File: config.mk
export PLATFORM = sky130hd
export DESIGN_NAME = chol_sqrt
export DESIGN_NICKNAME = d
export VERILOG_FILES = /design/src/rtl/core/chol_pkg.sv /design/src/rtl/core/chol_sqrt.sv
export SDC_FILE = /design/constraint.sdc
export NUM_CORES = 1
export LEC_CHECK = 0
export ABC_AREA = 1
export BUFFER_PORTS_ARGS = -buffer_cell sky130_fd_sc_hd__buf_2
export CAP_MARGIN = 20
export CORE_AREA = 4 4 128 130
export DETAILED_ROUTE_END_ITERATION = 7
export DIE_AREA = 0 0 132 134
export GPL_ROUTABILITY_DRIVEN = 1
export PLACE_DENSITY = 0.86
export SETUP_SLACK_MARGIN = 0.02
export SYNTH_ARGS = -nofsm -noshare
export SYNTH_HDL_FRONTEND = slang
export SYNTH_SLANG_ARGS = --single-unit
File: constraint.sdc
create_clock -name clk -period 2.85 [get_ports clk]
set_input_delay 0 -clock clk [delete_from_list [all_inputs] [get_ports clk]]
set_output_delay 0 -clock clk [all_outputs]
set_load 0.01 [all_outputs]
File: src/rtl/core/chol_pkg.sv
// Shared types and constants of the Cholesky linear solver.
// No dependencies; imported by chol_sqrt, chol_div and cholesky_linear_solver.
`default_nettype none
package chol_pkg;

	localparam int N_MAX  = 16;
	localparam int IDX_W  = 4;
	localparam int ADDR_W = 8;
	localparam int WORD_W = 32;
	localparam int ACC_W  = 64;

	typedef enum logic [1:0] {
		REQ_WRITE_MATRIX = 2'd0,
		REQ_WRITE_RHS    = 2'd1,
		REQ_SOLVE        = 2'd2,
		REQ_NONE         = 2'd3
	} req_t;

	typedef enum logic {
		CFG_SIZE_IN_USE = 1'b0,
		CFG_MIN_PIVOT   = 1'b1
	} cfg_idx_t;

	typedef enum logic [1:0] {
		PH_FACT,
		PH_FWD,
		PH_BWD,
		PH_EMIT
	} phase_t;

	typedef enum logic [3:0] {
		ST_IDLE,
		ST_INIT_RD,
		ST_INIT_CAP,
		ST_A_RD,
		ST_B_RD,
		ST_MUL,
		ST_ACC,
		ST_FIN,
		ST_PIV_RD,
		ST_PIV_CAP,
		ST_SQRT,
		ST_DIV,
		ST_EMIT_RD,
		ST_EMIT,
		ST_FAIL
	} state_t;

	localparam logic            STATUS_OK   = 1'b0;
	localparam logic            STATUS_FAIL = 1'b1;
	localparam logic [WORD_W-1:0] WORD_MAX  = 32'h7FFF_FFFF;
	localparam logic [WORD_W-1:0] WORD_MIN  = 32'h8000_0000;

	// widen a Q16.16 word to Q32.32
	function automatic logic [ACC_W-1:0] to_q32(input logic [WORD_W-1:0] w);
		to_q32 = {{16{w[WORD_W-1]}}, w, 16'h0000};
	endfunction

endpackage
`default_nettype wire

File: src/rtl/core/chol_sqrt.sv
// Iterative floor square root of a 64-bit value, two radicand bits per cycle.
// Uses chol_pkg.
`default_nettype none
module chol_sqrt (
	input  wire logic                         clk,
	input  wire logic                         arst_n,
	input  wire logic                         start,
	input  wire logic [chol_pkg::ACC_W-1:0]   radicand,
	output logic                              done,
	output logic [chol_pkg::WORD_W-1:0]       root
);
	import chol_pkg::*;

	logic              run_q;
	logic              done_q;
	logic [4:0]        cnt_q;
	logic [ACC_W-1:0]  rad_q;
	logic [33:0]       rem_q;
	logic [WORD_W-1:0] root_q;
	logic [35:0]       rem_t;
	logic [35:0]       trial;
	logic              fits;

	assign rem_t = {rem_q, rad_q[ACC_W-1 -: 2]};
	assign trial = {2'b00, root_q, 2'b01};
	assign fits  = rem_t >= trial;

	always_ff @(posedge clk or negedge arst_n) begin
		if (!arst_n) begin
			run_q  <= 1'b0;
			done_q <= 1'b0;
			cnt_q  <= '0;
		end else begin
			done_q <= 1'b0;
			if (start) begin
				run_q <= 1'b1;
				cnt_q <= '0;
			end else if (run_q) begin
				cnt_q <= cnt_q + 5'd1;
				if (cnt_q == 5'd31) begin
					run_q  <= 1'b0;
					done_q <= 1'b1;
				end
			end
		end
	end

	always_ff @(posedge clk) begin
		if (start) begin
			rad_q  <= radicand;
			rem_q  <= '0;
			root_q <= '0;
		end else if (run_q) begin
			rad_q  <= {rad_q[ACC_W-3:0], 2'b00};
			rem_q  <= fits ? 34'(rem_t - trial) : rem_t[33:0];
			root_q <= {root_q[WORD_W-2:0], fits};
		end
	end

	assign done = done_q;
	assign root = root_q;

endmodule
`default_nettype wire

* After elaboration in Yosys (flattened, before gate mapping)
Index checks and enable logic that the tools add are counted.
** Cells by class
- Reduce and logical (&&, ||, !) cells :: 1
- $add $sub $neg :: 2
- Equality and inequality tests :: 1
- Multiplexer cells :: 11
- Magnitude comparators :: 1
** Operators by type and width (number)
- 64-bit two-way mux :: 2
- 36-bit by 34-bit >= comparator with 1-bit output :: 1
- 34-bit two-way mux :: 1
- 34-bit subtractor :: 1
- 5-bit two-way mux :: 2
- 1-bit two-way mux :: 6
- 5-bit by 1-bit adder with 5-bit output (second input constant) :: 1
- 5-bit equality test (second input constant) :: 1
- 2-bit nonzero test :: 1
** Storage, ports and cells
- Input bits :: 67
- Word-level logic and storage cells :: 22
- Flip-flop bits (word level) :: 137

* Logic depth before layout (Yosys ltp)
- Depth after elaboration :: 4
- Gate-level depth with buffers :: 18
- Gate-level depth less buffers :: 18

* Worst setup path before layout
No wires, ideal clock.
- Path kind :: register to register
- From :: register run_q
- To :: register rad_q[0], enable pin
- Period minus slack after synthesis :: 3005 ps
- Data required time :: 2397 ps
- Library setup time :: 453 ps
- Slack :: -155 ps
- Stages on the path, launching flop included :: 4
- Arrival :: 2551 ps
- Cell sequence :: dfrtp_1 nor2_1 clkinv_1 clkbuf_1
** On the way
- Longest elaborated chain between the ends :: 1
** Ends and longest elaborated chain
- start: declaration :: RTL line chol_sqrt.sv:14 : logic run_q;
- start signal: assignment :: RTL line chol_sqrt.sv:30 : run_q <= 1'b0;
- start signal: assignment :: RTL line chol_sqrt.sv:36 : run_q <= 1'b1;
- start signal: assignment :: RTL line chol_sqrt.sv:41 : run_q <= 1'b0;
- 2-bit nonzero test (no source line)
- end signal: assignment :: RTL line chol_sqrt.sv:50 : rad_q <= radicand;
- end signal: assignment :: RTL line chol_sqrt.sv:54 : rad_q <= {rad_q[ACC_W-3:0], 2'b00};
- end: declaration :: RTL line chol_sqrt.sv:17 : logic [ACC_W-1:0] rad_q;
Every way passes these cells.
A chain may end at the register's enable or synchronous reset.

* Worst setup path in the final report
- From :: register root_q[13], in the netlist root[13]
- To :: register rem_q[24]
** On the way
- Longest elaborated chain between the ends :: 2
** Ends and longest elaborated chain
- start: declaration :: RTL line chol_sqrt.sv:19 : logic [WORD_W-1:0] root_q;
- start signal: assignment :: RTL line chol_sqrt.sv:56 : root_q <= {root_q[WORD_W-2:0], fits};
- 34-bit subtractor / 36-bit by 34-bit >= comparator with 1-bit output (equally long branches) :: RTL line chol_sqrt.sv:55, chol_sqrt.sv:26
- 34-bit two-way mux * :: RTL line chol_sqrt.sv:55 : rem_q <= fits ? 34'(rem_t - trial) : rem_t[33:0];
- end signal: assignment :: RTL line chol_sqrt.sv:55
- end: declaration :: RTL line chol_sqrt.sv:18 : logic [33:0] rem_q;
Mark *: on every way between the ends. The rest lies on a longest branch, timed or not.

==> run summary <==
Synthesis
* 0.00796 mm^2 — cell area after synthesis
* 1112 — cell count after synthesis
* 43.0% — share of synthesized area occupied by flip-flops and latches
* 0 — number of warnings issued by yosys
* sky130_fd_sc_hd__edfxtp_1 — cell type with the largest total area after synthesis
* sky130_fd_sc_hd__nand2_1 — most frequent cell after synthesis
* 1215 — number of nets in the synthesized netlist
* 7.16 um^2 — Post-Syn Area per Cell
* 42 — Distinct cells, synth
* 456 x sky130_fd_sc_hd__nand2_1, 147 x sky130_fd_sc_hd__inv_1, 72 x sky130_fd_sc_hd__nor2_1, 66 x sky130_fd_sc_hd__dfxtp_1, 64 x sky130_fd_sc_hd__edfxtp_1 — Synth top cells by count
* 24.2% — share of Yosys cell area claimed by the top area cell type
* sky130_fd_sc_hd__dfxtp_1 — top_reg_cell synth
* sky130_fd_sc_hd__edfxtp_1 24%, sky130_fd_sc_hd__nand2_1 22%, sky130_fd_sc_hd__dfxtp_1 17% — synth top area cells
* 137 — synthesized flop and latch total
* 64 — EDFF count, synth
* 5.11% — share of async-settable or async-resettable flops after synthesis

Clocking
* 70 ps — register clock-pin slew on the reported worst setup and hold paths
* 2 — largest buffer count on any clock path
* 137 — Clock Sink Count
* 17 — clock buffers created by TritonCTS
* yes — CTS tree
* 430 ps — clock latency of the later-clocked register in the worst-skew pair
* sky130_fd_sc_hd__clkbuf_16 — Root Buffer
* 4 — maximum level of the CTS H-tree

Floorplanning
* 0.0177 mm^2 — Die ar.
* 134 um — Vert. Die Dim
* 0.0151 mm^2 — placeable core region
* 132 um — horizontal die dimension
* 100 — number of top-level pins
* 52.5% — starting utilization of the core area
* 45 — Core Rows

Global routing
* 0 — overflow left after global routing
* 70 — pin count of the biggest net entering global routing
* 25.3% — global router's overall resource usage
* 0 — antenna violations before repair
* 7747 — vias in the first global route
* 36500 um — global-route wire length before repair

STA
* 86.1% — final worst-path cycle share
* 1040 ps — actual transition at the worst max-transition pin
* 408 MHz — Max Fclk
* 154 ps — hold_ws
* false — RSZ-0062 raised after global routing
* 0 — Final Hold Fails
* 2450 ps — fin crit period
* 0 — number of max-slew violations in the final report
* 0 — # setup viols final
* 0 ps — setup TNS
* 14.9 ps — Clock Skew
* 30.6% — normalized max-slew margin

Detailed routing
* 0 — remaining antenna violation count
* 5 — detailed-router iteration count before antenna repair
* 547 — initial detailed-routing violation count
* 0 — detailed-route DRC error count
* 7701 — vias after detailed routing
* 21900 um — Routed WL
* 5.24 — number of vias per cell
* 14.9 um — wire per inst

Worst setup path
* 3160 ps — worst path required time
* 2760 ps — arrival time reported for the critical path endpoint
* 19 — worst-path maximum fanout
* flop to flop — critical path class
* flop — kind of start point of the critical path
* flop — kind of end point of the critical path

Pwr
* 0.000584 V — worst ir drop on vdd
* 9.98 mW — total power
* 1020 mW/mm^2 — power per cell area
* 5.02 nW — leakage power of the design

Placed design
* 14000 um — estimated wirelength of the detail-placed design
* 1373 — Cell Count Post-Placement
* 0.987 — placer's final routability congestion estimate
* 99 — input/output buffers

Cells and area
* 0 — number of antenna cells inserted
* 1252 — fill cell count
* 12.3% — layout cells sized above 1
* 23.5% — area delta synth->final
* 1471 — post-route insts no fill
* 1373 — Layout Nets

Run
* 0 — Maximum Capacitance Violations

Outcome
* completed — outcome

Hold path
* primary input to flop — Hold/Removal Path Class

[layer usage]
metal	GRT usage, %	wire, um
met2	43.7	10700
met4	10.7	643
met1	30.5	9150
met3	5.78	1360
met5	0	0
[flip-flops by register name, indices dropped and copies added (netlist names)]
register,flops
cnt_q,5
rad_q,64
run_q,1
rem_q,34
done,1
root,32
[worst paths after layout]
kind	from	to	slack (ps)	cells after the start
min reg2reg	rem_q[33]	rem_q[33]	460	2
max	root[13]	rem_q[24]	400	15
max in group asynchronous	arst_n	cnt_q[4]	2060	3
min in group asynchronous	arst_n	cnt_q[0]	540	3
min	start	rem_q[30]	150	5
max reg2reg	root[13]	rem_q[24]	400	15
[worst max-delay path, stage by stage (launching register included)]
cell and delay, ps:
sky130_fd_sc_hd__dfxtp_1 320, sky130_fd_sc_hd__inv_1 70, sky130_fd_sc_hd__ha_1 350, sky130_fd_sc_hd__nand2_1 170, sky130_fd_sc_hd__inv_1 60, sky130_fd_sc_hd__nand2_1 70, sky130_fd_sc_hd__nand2_1 90, sky130_fd_sc_hd__a21oi_1 190
sky130_fd_sc_hd__nand2_1 70, sky130_fd_sc_hd__nand2_1 100, sky130_fd_sc_hd__nand4_4 230, sky130_fd_sc_hd__buf_4 300, sky130_fd_sc_hd__nor2_1 100, sky130_fd_sc_hd__nor2_1 40, sky130_fd_sc_hd__o21ai_1 100, sky130_fd_sc_hd__nand2_1 70
[cells in the final DEF, fill, tap and decap left out, types with 4 or more instances in the layout]
cell,n
sky130_fd_sc_hd__dlygate4sd3_1,66
sky130_fd_sc_hd__dfxtp_1,66
sky130_fd_sc_hd__inv_1,146
sky130_fd_sc_hd__nor2_1,71
sky130_fd_sc_hd__buf_2,99
sky130_fd_sc_hd__nor3_1,17
sky130_fd_sc_hd__xnor2_1,16
sky130_fd_sc_hd__clkinv_2,4
sky130_fd_sc_hd__buf_4,6
sky130_fd_sc_hd__inv_6,4
sky130_fd_sc_hd__nor2_2,5
sky130_fd_sc_hd__edfxtp_1,64
sky130_fd_sc_hd__clkbuf_16,17
sky130_fd_sc_hd__nand4_1,5
sky130_fd_sc_hd__dfrtp_1,7
sky130_fd_sc_hd__o21bai_1,6
sky130_fd_sc_hd__ha_1,36
sky130_fd_sc_hd__o21ai_0,22
sky130_fd_sc_hd__o22ai_1,33
sky130_fd_sc_hd__a21oi_1,39
sky130_fd_sc_hd__nand2_1,456
sky130_fd_sc_hd__nand3_1,34
sky130_fd_sc_hd__o21ai_1,21
sky130_fd_sc_hd__o211ai_1,5
[what timing repair did]
item	CTS	global route
resized for setup	0	0
setup buffers	0	0
endpoints found under the hold margin	71	0
hold buffers	66	0
[final cells by class]
| type | instances | area [um^2] | share of cell area, % |
|---|---|---|---|
| Tap cell | 188 | 235 | 2.39 |
| Inverter | 150 | 564 | 5.74 |
| Sequential cell | 137 | 3420 | 34.8 |
| Clock inverter | 13 | 144 | 1.46 |
| Multi-Input combinational cell | 792 | 3810 | 38.8 |
| Timing Repair Buffer | 172 | 1220 | 12.4 |
| Clock buffer | 19 | 433 | 4.41 |
[report_power, final]
group / switching (mW) / internal [mW]
combinational: 3.34 / 1.87
clock: 0.889 / 1.30
sequential: 0.204 / 2.38
total: 4.43 / 5.55
[logic make-up (layout without fill, tap and decap cells)]
group	count (synthesis)	count (layout)	synth area share, %
flops	137	137	43.0
fa+ha+maj	36	36	5.66
buf+inv	183	354	9.18
simple gates	605	605	30.8
xor+xnor	19	19	2.09
compound gates	132	132	9.34
[per-stage QoR]
step                instance area (um^2)  utilization, %  setup WS (ps)
finish                              9830            64.9            397
global route                        9830            64.9           99.6
CTS                                 9830            64.9            412
detailed placement                  8590            56.7            420
global placement                    8590            56.7            491
floorplan                           7960               -            810
Note: power is estimated with default switching activity, not from simulation.
