### src/rtl/core/chol_pkg.sv
// Shared types and constants of the Cholesky linear solver.
// No dependencies; imported by chol_sqrt, chol_div and cholesky_linear_solver.
`default_nettype none
package chol_pkg;

	localparam int N_MAX  = 16;
	localparam int IDX_W  = 4;
	localparam int ADDR_W = 8;
	localparam int WORD_W = 32;
	localparam int ACC_W  = 64;

	typedef enum logic [1:0] {
		REQ_WRITE_MATRIX = 2'd0,
		REQ_WRITE_RHS    = 2'd1,
		REQ_SOLVE        = 2'd2,
		REQ_NONE         = 2'd3
	} req_t;

	typedef enum logic {
		CFG_SIZE_IN_USE = 1'b0,
		CFG_MIN_PIVOT   = 1'b1
	} cfg_idx_t;

	typedef enum logic [1:0] {
		PH_FACT,
		PH_FWD,
		PH_BWD,
		PH_EMIT
	} phase_t;

	typedef enum logic [3:0] {
		ST_IDLE,
		ST_INIT_RD,
		ST_INIT_CAP,
		ST_A_RD,
		ST_B_RD,
		ST_MUL,
		ST_ACC,
		ST_FIN,
		ST_PIV_RD,
		ST_PIV_CAP,
		ST_SQRT,
		ST_DIV,
		ST_EMIT_RD,
		ST_EMIT,
		ST_FAIL
	} state_t;

	localparam logic            STATUS_OK   = 1'b0;
	localparam logic            STATUS_FAIL = 1'b1;
	localparam logic [WORD_W-1:0] WORD_MAX  = 32'h7FFF_FFFF;
	localparam logic [WORD_W-1:0] WORD_MIN  = 32'h8000_0000;

	// widen a Q16.16 word to Q32.32
	function automatic logic [ACC_W-1:0] to_q32(input logic [WORD_W-1:0] w);
		to_q32 = {{16{w[WORD_W-1]}}, w, 16'h0000};
	endfunction

endpackage
`default_nettype wire

### src/rtl/core/chol_div.sv
// Iterative signed 64 by 32 division, truncated toward zero, saturated to 32 bits.
// Uses chol_pkg; one quotient bit per cycle.
`default_nettype none
module chol_div (
	input  wire logic                         clk,
	input  wire logic                         arst_n,
	input  wire logic                         start,
	input  wire logic [chol_pkg::ACC_W-1:0]   dividend,
	input  wire logic [chol_pkg::WORD_W-1:0]  divisor,
	output logic                              done,
	output logic [chol_pkg::WORD_W-1:0]       quotient
);
	import chol_pkg::*;

	logic              run_q;
	logic              done_q;
	logic [5:0]        cnt_q;
	logic [ACC_W-1:0]  num_q;
	logic [WORD_W-1:0] rem_q;
	logic [WORD_W-1:0] dmag_q;
	logic              neg_q;
	logic [WORD_W:0]   rem_t;
	logic              fits;
	logic              big;

	assign rem_t = {rem_q, num_q[ACC_W-1]};
	assign fits  = rem_t >= {1'b0, dmag_q};

	always_ff @(posedge clk or negedge arst_n) begin
		if (!arst_n) begin
			run_q  <= 1'b0;
			done_q <= 1'b0;
			cnt_q  <= '0;
		end else begin
			done_q <= 1'b0;
			if (start) begin
				run_q <= 1'b1;
				cnt_q <= '0;
			end else if (run_q) begin
				cnt_q <= cnt_q + 6'd1;
				if (cnt_q == 6'd63) begin
					run_q  <= 1'b0;
					done_q <= 1'b1;
				end
			end
		end
	end

	always_ff @(posedge clk) begin
		if (start) begin
			num_q  <= dividend[ACC_W-1] ? (~dividend + 64'd1) : dividend;
			dmag_q <= divisor[WORD_W-1] ? (~divisor + 32'd1) : divisor;
			neg_q  <= dividend[ACC_W-1] ^ divisor[WORD_W-1];
			rem_q  <= '0;
		end else if (run_q) begin
			num_q <= {num_q[ACC_W-2:0], fits};
			rem_q <= fits ? WORD_W'(rem_t - {1'b0, dmag_q}) : rem_t[WORD_W-1:0];
		end
	end

	// magnitude above 2^31 saturates negative results, at or above it positive ones
	assign big = (|num_q[ACC_W-1:WORD_W]) || (num_q[WORD_W-1] && (|num_q[WORD_W-2:0]));

	always_comb begin
		if (neg_q)
			quotient = big ? WORD_MIN : (~num_q[WORD_W-1:0] + 32'd1);
		else
			quotient = (|num_q[ACC_W-1:WORD_W-1]) ? WORD_MAX : num_q[WORD_W-1:0];
	end

	assign done = done_q;

endmodule
`default_nettype wire

### config.mk
export PLATFORM = sky130hd
export DESIGN_NAME = chol_div
export DESIGN_NICKNAME = d
export VERILOG_FILES = /design/src/rtl/core/chol_pkg.sv /design/src/rtl/core/chol_div.sv
export SDC_FILE = /design/constraint.sdc
export NUM_CORES = 1
export LEC_CHECK = 0
export BUFFER_PORTS_ARGS = -buffer_cell sky130_fd_sc_hd__buf_2
export CORE_UTILIZATION = 44
export CTS_CLUSTER_DIAMETER = 60
export CTS_CLUSTER_SIZE = 16
export DETAILED_ROUTE_END_ITERATION = 10
export GPL_ROUTABILITY_DRIVEN = 0
export SKIP_LAST_GASP = 1
export SLEW_MARGIN = 20
export SYNTH_ARGS = -nofsm -noshare
export SYNTH_HDL_FRONTEND = slang
export SYNTH_SLANG_ARGS = --single-unit
### constraint.sdc
create_clock -name clk -period 4.46 [get_ports clk]
set_input_delay 0.446 -clock clk [delete_from_list [all_inputs] [get_ports clk]]
set_output_delay 0.446 -clock clk [all_outputs]
set_load 0.01 [all_outputs]
# Word level (Yosys, flattened, before mapping)
# Cells that the tools add are included.
# Widths: inputs -> output; s select.
[word_totals] reg_bits=137 in_bits=99 out_inout_bits=33 elab_cells=41
[op_classes] add_sub_neg=5 n_lt_le_gt_ge=1 eq_ne=1 n_mux=16 n_bitwise=4 reduce_logical=6
[ops] op="$mux 64" count=3
[ops] op="$mux 32" count=4
[ops] op="$add 32x1->32 const B" count=2
[ops] op="$add 64x1->64 const B" count=1
[ops] op="$not 32->32" count=2
[ops] op="$not 64->64" count=1
[ops] op="$ge 33x32->1" count=1
[ops] op="$reduce_or 33->1" count=1
[ops] op="$reduce_or 32->1" count=1
[ops] op="$sub 32x32->32" count=1
[ops] op="$mux 31" count=1
[ops] op="$reduce_or 31->1" count=1
[ops] op="$mux 6" count=2
[ops] op="$add 6x1->6 const B" count=1
[ops] op="$eq 6x6->1 const B" count=1
[ops] op="$mux 1" count=6
[ops] op="$reduce_bool 2->1" count=1
[ops] op="$logic_and 1x1->1" count=1
[ops] op="$logic_or 1x1->1" count=1
[ops] op="$xor 1x1->1" count=1

# Depth between registers and ports, before layout
[depth] ltp_word=5 depth_mapped=13 ltp_nobuf=12

# Worst setup path before layout
# Ideal clock, no wire load.
[synth_path] kind="reg-to-output" from="register num_q[9]" to="output quotient[17] in the netlist's numbering" t_arrival_ps=3110 required_ps=4014 setup_slack_ps=904 stages_incl_launch_ff=12 n_path_buf=2 cell_sequence="edfxtp_1 -> or4_4 -> or3_4 -> or4_4 -> nor3_4 -> nand3b_1 -> a21o_1 -> buf_6 -> inv_4 -> nand2_4 -> buf_6 -> o311ai_1"
[synth_via] elab_chain_cells=5 elab_cells_between_ends=7 classes_between="add/sub (1); mux (2); bitwise (1); reduce/logical (3)"
[synth_lines] item="start, declared" line_no="chol_div.sv:18" source="logic [ACC_W-1:0] num_q;"
[synth_lines] item="start signal, assigned" line_no="chol_div.sv:51" source="num_q <= dividend[ACC_W-1] ? (~dividend + 64'd1) : dividend;"
[synth_lines] item="start signal, assigned" line_no="chol_div.sv:56" source="num_q <= {num_q[ACC_W-2:0], fits};"
[synth_lines] item="parallel branches: the longest is 3 deep, another holds $add 32x1->32"
[synth_lines] item="$mux 32 (*)" line_no="chol_div.sv:66" source="quotient = big ? WORD_MIN : (~num_q[WORD_W-1:0] + 32'd1);"
[synth_lines] item="$mux 32 (*)" line_no="chol_div.sv:65" source="if (neg_q)"
[synth_lines] item="end, declared" line_no="chol_div.sv:11" source="output logic [chol_pkg::WORD_W-1:0] quotient"
# Mark *: on every way between the ends.

# Final worst setup path
[layout_path] from="register num_q[9]" to="output quotient[10] in the netlist's numbering"
# Same word-level chain as after synthesis.

==> impl.org <==
** Outcome
- Result of the run :: completed

** Yosys
- Summing the areas of all fa, ha and maj instances in the mapped netlist gives ~4.6% of the synthesized area.
- The synthesized netlist devotes between 20% and 30% of its cell area to compound gates.
- Synth Flop Type :: sky130_fd_sc_hd__edfxtp_1
- Count of unique library cells instantiated by Yosys :: 68
- By area, the combinational part of the netlist is dominated by compound AO/OA/AOI/OAI gates.
- Multiplexer cells account for between 2 and 2.5% of the synthesized area.
- Share of synthesized registers carrying an async set or reset :: 5.839%
- Synth area leader :: sky130_fd_sc_hd__edfxtp_1
- Synthesis produced a netlist with a net count of 1,327.
- Cell types with the largest area share after synthesis :: sky130_fd_sc_hd__edfxtp_1 (28%), sky130_fd_sc_hd__dfxtp_1 (6.2%), sky130_fd_sc_hd__xor2_1 (6.1%), sky130_fd_sc_hd__a21oi_1 (4.9%), sky130_fd_sc_hd__nor2_1 (4.9%)
- In this run the biggest area consumer among cell types represents between 20% and 30% of the synthesized area.
- Summing the areas of all and, or, nand and nor instances in the mapped netlist gives a little under a fifth of the synthesized area.
- During synthesis, Yosys emitted a total of 0 warnings.
- Post-synth EDFFs :: between 90 and 100
- Syn Area/Cell :: around 8.7 µm²
- Synth Cell Area :: a little over 0.01 mm²
- For this run, the register share of the synthesized area comes to between 30% and 40%.
- The synthesized netlist devotes 10.27% of its cell area to XOR and XNOR gates.
- Synthesized flop and latch total :: 137
- Synthesis produced a netlist whose cell count is approximately 1,200.

** Setup path
- Traced cell by cell, the critical path runs through or4_4, or3_4, or4_4, nor3_4, nand3b_1, a21o_1, inv_4, nand2_4, o311ai_0, buf_2.
- The critical path is of the reg -> out type.
- At the worst endpoint, the required time is ~4000 ps.
- In this design, the critical path's most frequently occurring cell is sky130_fd_sc_hd__or4_4.
- The kind of cell with the highest combined delay along the critical path is simple AND/OR/NAND/NOR gates.
- In this run the worst path has a maximum fanout of 26.
- CP Buf/Inv Count :: 2
- Among all stages on the critical path, the largest delay is contributed by sky130_fd_sc_hd__or4_4.
- For the worst setup path, the data arrival time is between 3000 and 4000 ps.
- Slack of the worst reg-to-reg path :: between 1000 and 1500 ps
- The worst setup path is captured at a primary output.
- The worst setup path is launched from a register.
- For this run, the slowest stage of the critical path takes approximately 560 ps.

** CTS
- For this design, the sink count on the clock tree is around 140.
- In this run the clock root is driven by a sky130_fd_sc_hd__clkbuf_16.
- TritonCTS built the clock tree.
- Clock tree synthesis inserted a total of 17 buffers.
- Worst-Skew Late Latency :: approximately 420 ps
- The clock passes through at most 2 buffers.
- Number of H-tree levels :: 4
- After clock tree synthesis, the clock-pin slew on the worst setup and hold paths is around 70 ps.

** Global routing
- Wire length of the first global-routing pass :: ~42 mm
- Maximum number of pins on one net before global-route repair :: 93
- GR Overflow Total :: 0
- Global-route usage over all layers :: 21.73%
- The number of antenna violations at the first check in global routing is 0.
- The via count of the first global-routing pass is about 8,200.

** Routing
- Mean number of vias per cell :: between 5 and 6
- Routed wire length :: 25.74 mm
- After detailed routing, the average wire length per cell comes to about 16 µm.
- The detail route stage leaves a number of antenna-violating nets equal to 0.
- DRC viols :: 0
- The first routing iteration left around 850 violations.
- Across all layers, the routed design uses between 9,000 and 10,000 vias.
- Number of detailed-route iterations in the first pass :: 6

** Timing
- The clock period could shrink to about 4300 ps.
- Number of max-slew violations in the final report :: 0
- Number of endpoints with negative hold slack in the final report :: 0
- Number of setup violations in the final report :: 0
- Worst Skew :: about 13 ps
- At the pin with the least slew margin, the transition time is 966.0 ps.
- Final Cycle Share :: slightly below 100%
- Min Hold Slack :: between 200 and 300 ps
- In the final timing run, aggregate negative setup slack is 0 ps.
- Headroom to the max-slew limit came out at a little over a third.
- Timing would allow up to roughly 230 MHz.
- Setup repair after global routing left no endpoint under its margin.

** Floorplanning
- Measured along the x axis, the die boundary spans ~160 µm.
- CORE AREA :: around 0.023 mm²
- The floorplan has 55 rows.
- Y dimension of the die :: around 160 µm
- The die covers between 0.02 and 0.025 mm².
- For this configuration, the core starts out at a cell density of a little under half.
- Pin placement for this block handled roughly 130 I/O pins.

** Place
- In this run the tool buffered the top-level ports with 131 buffer cells.
- HPWL after detailed placement :: 18.69 mm

** Power
- For this design the static power due to leakage is between 4 and 5 nW.
- For this design the ratio of total power to cell area is approximately 310 mW/mm².
- Summing internal, switching and leakage power gives ~3.6 mW.
- VDD sags by at most between 0.0002 and 0.00025 V.

** Final layout
- Ratio of cells with drive above 1 in the final layout :: 17.67%
- Final nets :: roughly 1,400
- The library cell used most frequently in the layout, excluding fill and tap cells, is sky130_fd_sc_hd__nor2_1.
- The top cell types in the final layout, fill and taps aside, are sky130_fd_sc_hd__nor2_1 (134), sky130_fd_sc_hd__buf_2 (130), sky130_fd_sc_hd__nand2_1 (101), sky130_fd_sc_hd__a21oi_1 (101), sky130_fd_sc_hd__edfxtp_1 (97).
- Compared with the post-synthesis result, the final layout area differs by 14.93%.

** Worst hold path
- The path class of the tightest hold or removal check is in -> reg.

** Job
- Number of maximum-capacitance constraint violations :: 0
[through the flow]
step	setup slack [ps]	instance area, µm²	instances	utilization [%]
after floorplan	904.0	10320	1191	-
after global placement	640.7	11170	1577	48.89
after detailed placement	610.4	11170	1577	48.89
after CTS	138.2	11750	1610	51.44
after global routing	3.435	11860	1620	51.91
final	170.5	11860	1621	51.92
[what timing repair did]
action                                  4_1_cts  5_1_grt
hold buffers                                  1        0
endpoints found under the hold margin         8        0
buffers inserted                              0        9
endpoints found under the setup margin        0       14
gates resized for setup                       0        6
[power breakdown]
part / switching, mW / total [mW] / internal (mW)
combinational: 0.376 / 0.663 / 0.287
sequential: 0.107 / 1.61 / 1.50
clock: 0.569 / 1.37 / 0.802
[per-layer routing]
layer,track usage [%],up-vias,share of wire (%)
met5,0,-,0
met4,6.082,0,1.5
met3,3.148,27,4.3
met2,34.92,226,46
met1,30.39,4211,48
li1,-,4632,-
[cells in the mapped netlist (all sizes together), types with 28 or more instances]
cell,number
nand2,102
clkbuf,57
nor3,28
o21ai,70
nor2,134
or3,29
edfxtp,97
ha,36
xnor2,49
inv,56
a21oi,101
o31ai,36
dfxtp,32
xor2,72
o311ai,28
[kinds of logic after synthesis]
logic type | count (synthesis)
fa+ha+maj | 37
xor+xnor | 121
simple gates | 405
mux | 24
flops | 137
compound gates | 342
buf+inv | 125
[flip-flops by register name, indices dropped and copies added, names as in the netlist]
signal / count
num_q: 64
dmag_q: 32
rem_q: 32
cnt_q: 6
done: 1
neg_q: 1
run_q: 1
[path summary, 6_finish.rpt]
kind                                           to  cells after the start              startpoint
max                                  quotient[10]                     10      num_q[9]$_DFFE_PP_
min                           dmag_q[0]$_DFFE_PP_                      1              divisor[0]
max reg2reg                rem_q[22]$_SDFFE_PP0P_                     12     num_q[63]$_DFFE_PP_
min reg2reg                rem_q[22]$_SDFFE_PP0P_                      2  rem_q[22]$_SDFFE_PP0P_
max in group asynchronous    cnt_q[2]$_DFFE_PN0P_                      2                  arst_n
min in group asynchronous    cnt_q[3]$_DFFE_PN0P_                      2                  arst_n
[area by class of cell]
cell class,instances,area [µm²]
flip-flops and latches,137,3754
multi-input cells,929,6090
inverters,56,212.7
repair buffers,153,840.8
fillers,2224,10980
well taps,313,391.6
clock inverters,12,115.1
clock buffers,20,456.7
diodes,1,2.502
No activity file was read; power rests on OpenSTA's default activity.
